### config.mk
export PLATFORM = sky130hd
export DESIGN_NAME = vrt_div
export DESIGN_NICKNAME = d
export VERILOG_FILES = /design/src/hdl/vrt_pkg.sv /design/src/hdl/vrt_div.sv
export SDC_FILE = /design/constraint.sdc
export NUM_CORES = 1
export LEC_CHECK = 0
export BUFFER_PORTS_ARGS = -buffer_cell sky130_fd_sc_hd__buf_2
export CAP_MARGIN = 20
export CORE_UTILIZATION = 57
export CTS_BUF_LIST = sky130_fd_sc_hd__clkbuf_4
export CTS_CLUSTER_SIZE = 30
export DETAILED_ROUTE_END_ITERATION = 8
export PLACE_DENSITY = 0.94
export SYNTH_ARGS = -nofsm -noshare
export SYNTH_HDL_FRONTEND = slang
export SYNTH_SLANG_ARGS = --single-unit
### constraint.sdc
create_clock -name clk -period 6 [get_ports clk]
set_clock_uncertainty 0.05 [all_clocks]
set_input_delay 1.8 -clock clk [delete_from_list [all_inputs] [get_ports clk]]
set_output_delay 1.8 -clock clk [all_outputs]
set_load 0.02 [all_outputs]
### src/hdl/vrt_pkg.sv
// ============================================================================
// vrt_pkg
// Shared types and constants for the voxel ray traversal block.
// ============================================================================
package vrt_pkg;

  localparam int COORD_BITS_DEF = 16;
  localparam int FRAC_BITS_DEF  = 16;
  localparam logic [7:0] MAX_DIST_RESET = 8'd16;
  localparam logic [31:0] INF_DIST = 32'hFFFF_FFFF;

  localparam logic [1:0] ST_QUERY = 2'd0;
  localparam logic [1:0] ST_HIT   = 2'd1;
  localparam logic [1:0] ST_MISS  = 2'd2;

  localparam logic [1:0] SGN_ZERO  = 2'd0;
  localparam logic [1:0] SGN_PLUS  = 2'd1;
  localparam logic [1:0] SGN_MINUS = 2'd3;

  typedef struct packed {
    logic               kind;
    logic signed [31:0] origin_x;
    logic signed [31:0] origin_y;
    logic signed [31:0] origin_z;
    logic signed [31:0] dir_x;
    logic signed [31:0] dir_y;
    logic signed [31:0] dir_z;
    logic               chunk_present;
    logic               solid;
  } vrt_in_t;

  typedef struct packed {
    logic [1:0]         status;
    logic signed [15:0] voxel_x;
    logic signed [15:0] voxel_y;
    logic signed [15:0] voxel_z;
    logic [2:0]         face;
    logic [23:0]        hit_distance;
  } vrt_out_t;

  // Request to the shared divider.
  typedef struct packed {
    logic        start;
    logic [63:0] num;
    logic [31:0] den;
  } vrt_div_req_t;

endpackage

### src/hdl/vrt_div.sv
// ============================================================================
// vrt_div
// Restoring radix-2 divider, one quotient bit per cycle, 64 by 32 bits.
// ============================================================================
module vrt_div
  import vrt_pkg::*;
(
  input  logic         clk,
  input  logic         rst_n,
  input  vrt_div_req_t req,
  output logic         busy,
  output logic [63:0]  quot
);

  logic [63:0] q_r, q_nxt;
  logic [32:0] rem_r, rem_nxt;
  logic [31:0] den_r;
  logic [6:0]  cnt_r, cnt_nxt;
  logic        busy_r, busy_nxt;
  logic [32:0] sh;

  always_comb begin
    q_nxt    = q_r;
    rem_nxt  = rem_r;
    cnt_nxt  = cnt_r;
    busy_nxt = busy_r;
    sh       = {rem_r[31:0], q_r[63]};
    if (req.start) begin
      q_nxt    = req.num;
      rem_nxt  = '0;
      cnt_nxt  = 7'd64;
      busy_nxt = 1'b1;
    end else if (busy_r) begin
      if (sh >= {1'b0, den_r}) begin
        rem_nxt = sh - {1'b0, den_r};
        q_nxt   = {q_r[62:0], 1'b1};
      end else begin
        rem_nxt = sh;
        q_nxt   = {q_r[62:0], 1'b0};
      end
      cnt_nxt = cnt_r - 7'd1;
      if (cnt_r == 7'd1) busy_nxt = 1'b0;
    end
  end

  always_ff @(posedge clk) begin
    if (!rst_n) begin
      busy_r <= 1'b0;
      cnt_r  <= '0;
    end else begin
      busy_r <= busy_nxt;
      cnt_r  <= cnt_nxt;
    end
    q_r   <= q_nxt;
    rem_r <= rem_nxt;
    if (req.start) den_r <= req.den;
  end

  assign busy = busy_r | req.start;
  assign quot = q_r;

endmodule

**Yosys cells after proc, flatten, opt, wreduce, memory -nomap -nowiden**

Cells that the tools add are included.

- Add/sub/neg operators: 2
- Magnitude comparators: 1
- Equality and inequality tests: 1
- Multiplexer cells: 9
- Bitwise logic cells: 2
- Reduce and logical (&&, ||, !) cells: 2

Operators by type and width:

| cell | number |
|---|---|
| $mux 64 | 2 |
| $ge 33x32->1 | 1 |
| $mux 32 | 1 |
| $sub 32x32->32 | 1 |
| $mux 7 | 2 |
| $eq 7x1->1 const B | 1 |
| $sub 7x1->7 const B | 1 |
| $mux 1 | 4 |
| $reduce_bool 2->1 | 1 |
| $reduce_or 2->1 | 1 |
| $not 1->1 | 1 |
| $or 1x1->1 | 1 |

- Flip-flop bits (word level): 136
- Input port bits: 99
- Output and inout port bits: 65
- Word-level logic and storage cells: 23

**Depth between registers and ports, before layout**

- Depth after elaboration: 4
- Depth in mapped cells: 13
- Mapped depth without buffers: 12

**Worst setup path after synthesis**

OpenSTA, ideal clock, no wires.

- Kind: input-to-output
- Start: input req[96] in the netlist's numbering
- End: output busy
- Arrival time: 3860 ps
- Data required time: 4150 ps
- Setup slack: 290 ps
- Cell stages on the path: 4
- Buffers on the path: 2
- Path through: clkbuf_1 inv_1 clkbuf_1 nand2_1

- Word-level cells in the longest chain between the ends: 1

Ends and longest elaborated chain:

| what | line | RTL |
|---|---|---|
| start: declaration | vrt_div.sv:10 | `input vrt_div_req_t req,` |
| $or 1x1->1 | vrt_div.sv:59 | `assign busy = busy_r \| req.start;` |
| end: declaration | vrt_div.sv:11 | `output logic busy,` |

Every way passes these cells.

**Worst setup path after layout**

Same ends and word-level chain as after synthesis.

==> reports/metrics.cfg <==
[setup_path]
reg2reg_slack_ns=2.32
end_kind=primary output
startpoint_type=input pin
reg2reg_depth=10
cp_slowest_stage_delay_ns=0.37
r2r_start=den_r[1]$_DFFE_PP_
critPathMaxFanout=17
cp_slowest_cell=inv_1
r2r_end=rem_r[8]$_SDFFE_PP0P_
crit_arrival_ns=2.67
crit_type=input pin to primary output
crit_required_ns=4.15
path_cells=buf_4, inv_1, nand2_2, buf_2

[layout]
fill_cells=982
antenna_cells=0
areaGrowthSynthToFinish_pct=15.2
final_cells=1016
final_common_cell=buf_2
mostFrequentLayoutCells=162 x buf_2, 96 x edfxtp_1, 64 x mux2_2
multi_input_area_um2=3430
drive_gt1_frac=0.327
register_area_um2=3680
nNetsFinal=965

[timing]
period_minus_slack_ns=4.52
clock.fmax_mhz=221
layout_setup_ws_ns=1.48
tns_ns=0
hold_viol_final=0
finalSetupViolations=0
drv_slew=0
worstMarginPinSlew_ns=0.998
rsz0062_at_grt=no
fin_crit_sh=0.753
slew_headroom=0.335

[status]
outcome=finished clean

[floorplanning]
start_util=0.589
rows=41
die_w_um=116
dieArea_um2=13500
boundaryPins=164
die_y_um=116
core-area_um2=12700

[drt]
drt-initial-drc-count=584
first_pass_iters=5
drc_errors=0
detailroute.via_count=6064
vias_per_cell=5.97
finalWirelength_um=18100
post_drt_wl_per_cell_um=17.8
ant_nets=0

[power]
power_per_cell_area_nw_per_um2=261
vdd_ir_drop_max_v=0.000236
leakage_nw=3.63

[clock_tree]
clk_pin_slew_ns=0.13
cts_htree_levels=4
cts_buffers=17
cts_resized=0
clock_latency_ns=0.56
post-cts-setup-buffers=0
clock_sink_count=136
cts_tree=built
clockRootBuffer=clkbuf_4
ctsHoldBuffers=0
clockBufferDepth=2

[place]
dpl.hpwl_um=12900
post-place-ws_ns=1.52
port-buffer-count=163
post-place-cells=984
place_congestion=0.915

[yosys]
synth_ff_type=edfxtp_1
yosysWarnings=0
ys_seq_area_frac=0.494
async_reset_ff_frac=0
syn-mean-instance-area_um2=10.9
syn_inst=686
yosysTopAreaCell=edfxtp_1
synth.area.top_cells=edfxtp_1 39%, dfxtp_1 11%, mux2_2 9.7%
syn-num-nets=820
synth.distinct_cells=57
netlist.area_leader.share=0.387
synth-seq-cells=136
syn-cell-area_um2=7460
synth_edf_count=96

[worst_hold_path]
holdPathEnd=rem_r[28]$_SDFFE_PP0P_
hold_start=rem_r[27]$_SDFFE_PP0P_
hold_depth=2
hold_path.class=flip-flop to flip-flop

[global_routing]
grt_max_degree=69
grt_overflow_total=0
grt_first_pass_wirelength_um=28200
grt_pass1_vias=5766
grtUsageTotal=0.278
antenna_found_initial=0

[flow_run]
maxCapViolations=0

## state kept, by name, indices dropped and copies added, names as in the netlist
signal / flops
cnt_r: 7
rem_r: 32
quot: 64
den_r: 32
busy_r: 1
## kinds of logic after synthesis
logic type,count (synthesis),share of synthesized area
compound gates,177,0.170
simple gates,156,0.0960
flops,136,0.494
buf+inv,87,0.0473
mux,64,0.0966
fa+ha+maj,35,0.0597
xor+xnor,31,0.0364
## synth_stat cells (all sizes together) (15+ instances only)
library cell	count
ha	34
o21ai	39
a21o	16
clkbuf	28
mux2	64
xor2	16
buf	15
nand3	30
a21oi	33
nand2	36
edfxtp	96
inv	44
dfxtp	40
a311oi	24
xnor2	15
nor2	52
## power breakdown
group / total, mW / switching [mW] / internal (mW)
Sequential: 1.16 / 0.0501 / 1.11
Combinational: 0.572 / 0.342 / 0.230
Clock: 0.517 / 0.355 / 0.162
Total: 2.24 / 0.747 / 1.50
## worst max path at each step
stage / slack [ns] / start / to
floorplan: 0.29 / req[96] / busy
global placement: 1.52 / req[96] / busy
detailed placement: 1.52 / req[96] / busy
CTS: 1.49 / req[96] / busy
global route: 1.44 / req[96] / busy
finish: 1.48 / req[96] / busy
## layer usage
metal	up-vias	GRT usage	wire, um
met2	245	0.463	8960
met4	0	0.115	355
met5	-	0	0
met3	37	0.0867	1240
li1	2862	-	-
met1	2920	0.333	7490
## critical path: cells and delay by family
kind / cells / cell delay (ns)
buffers and inverters: 3 / 0.69
AND/OR/NAND/NOR: 1 / 0.16
## metrics by stage
stage                     hold WS, ns  utilization  power (mW)  area (um2)
final                           0.451        0.678        2.24        8590
after global routing            0.471        0.678        2.35        8590
after CTS                       0.453        0.678        2.25        8590
after detailed placement        0.438        0.660        1.74        8360
after global placement          0.426        0.660        1.71        8360
after floorplan                 0.413            -        1.57        7460
## final cells by class
type | count | area share
flip-flops and latches | 136 | 0.429
well taps | 172 | 0.0250
repair buffers | 169 | 0.100
clock buffers | 17 | 0.0149
clock inverters | 15 | 0.0121
multi-input cells | 463 | 0.399
inverters | 44 | 0.0192
(Power assumes the default switching activity.)
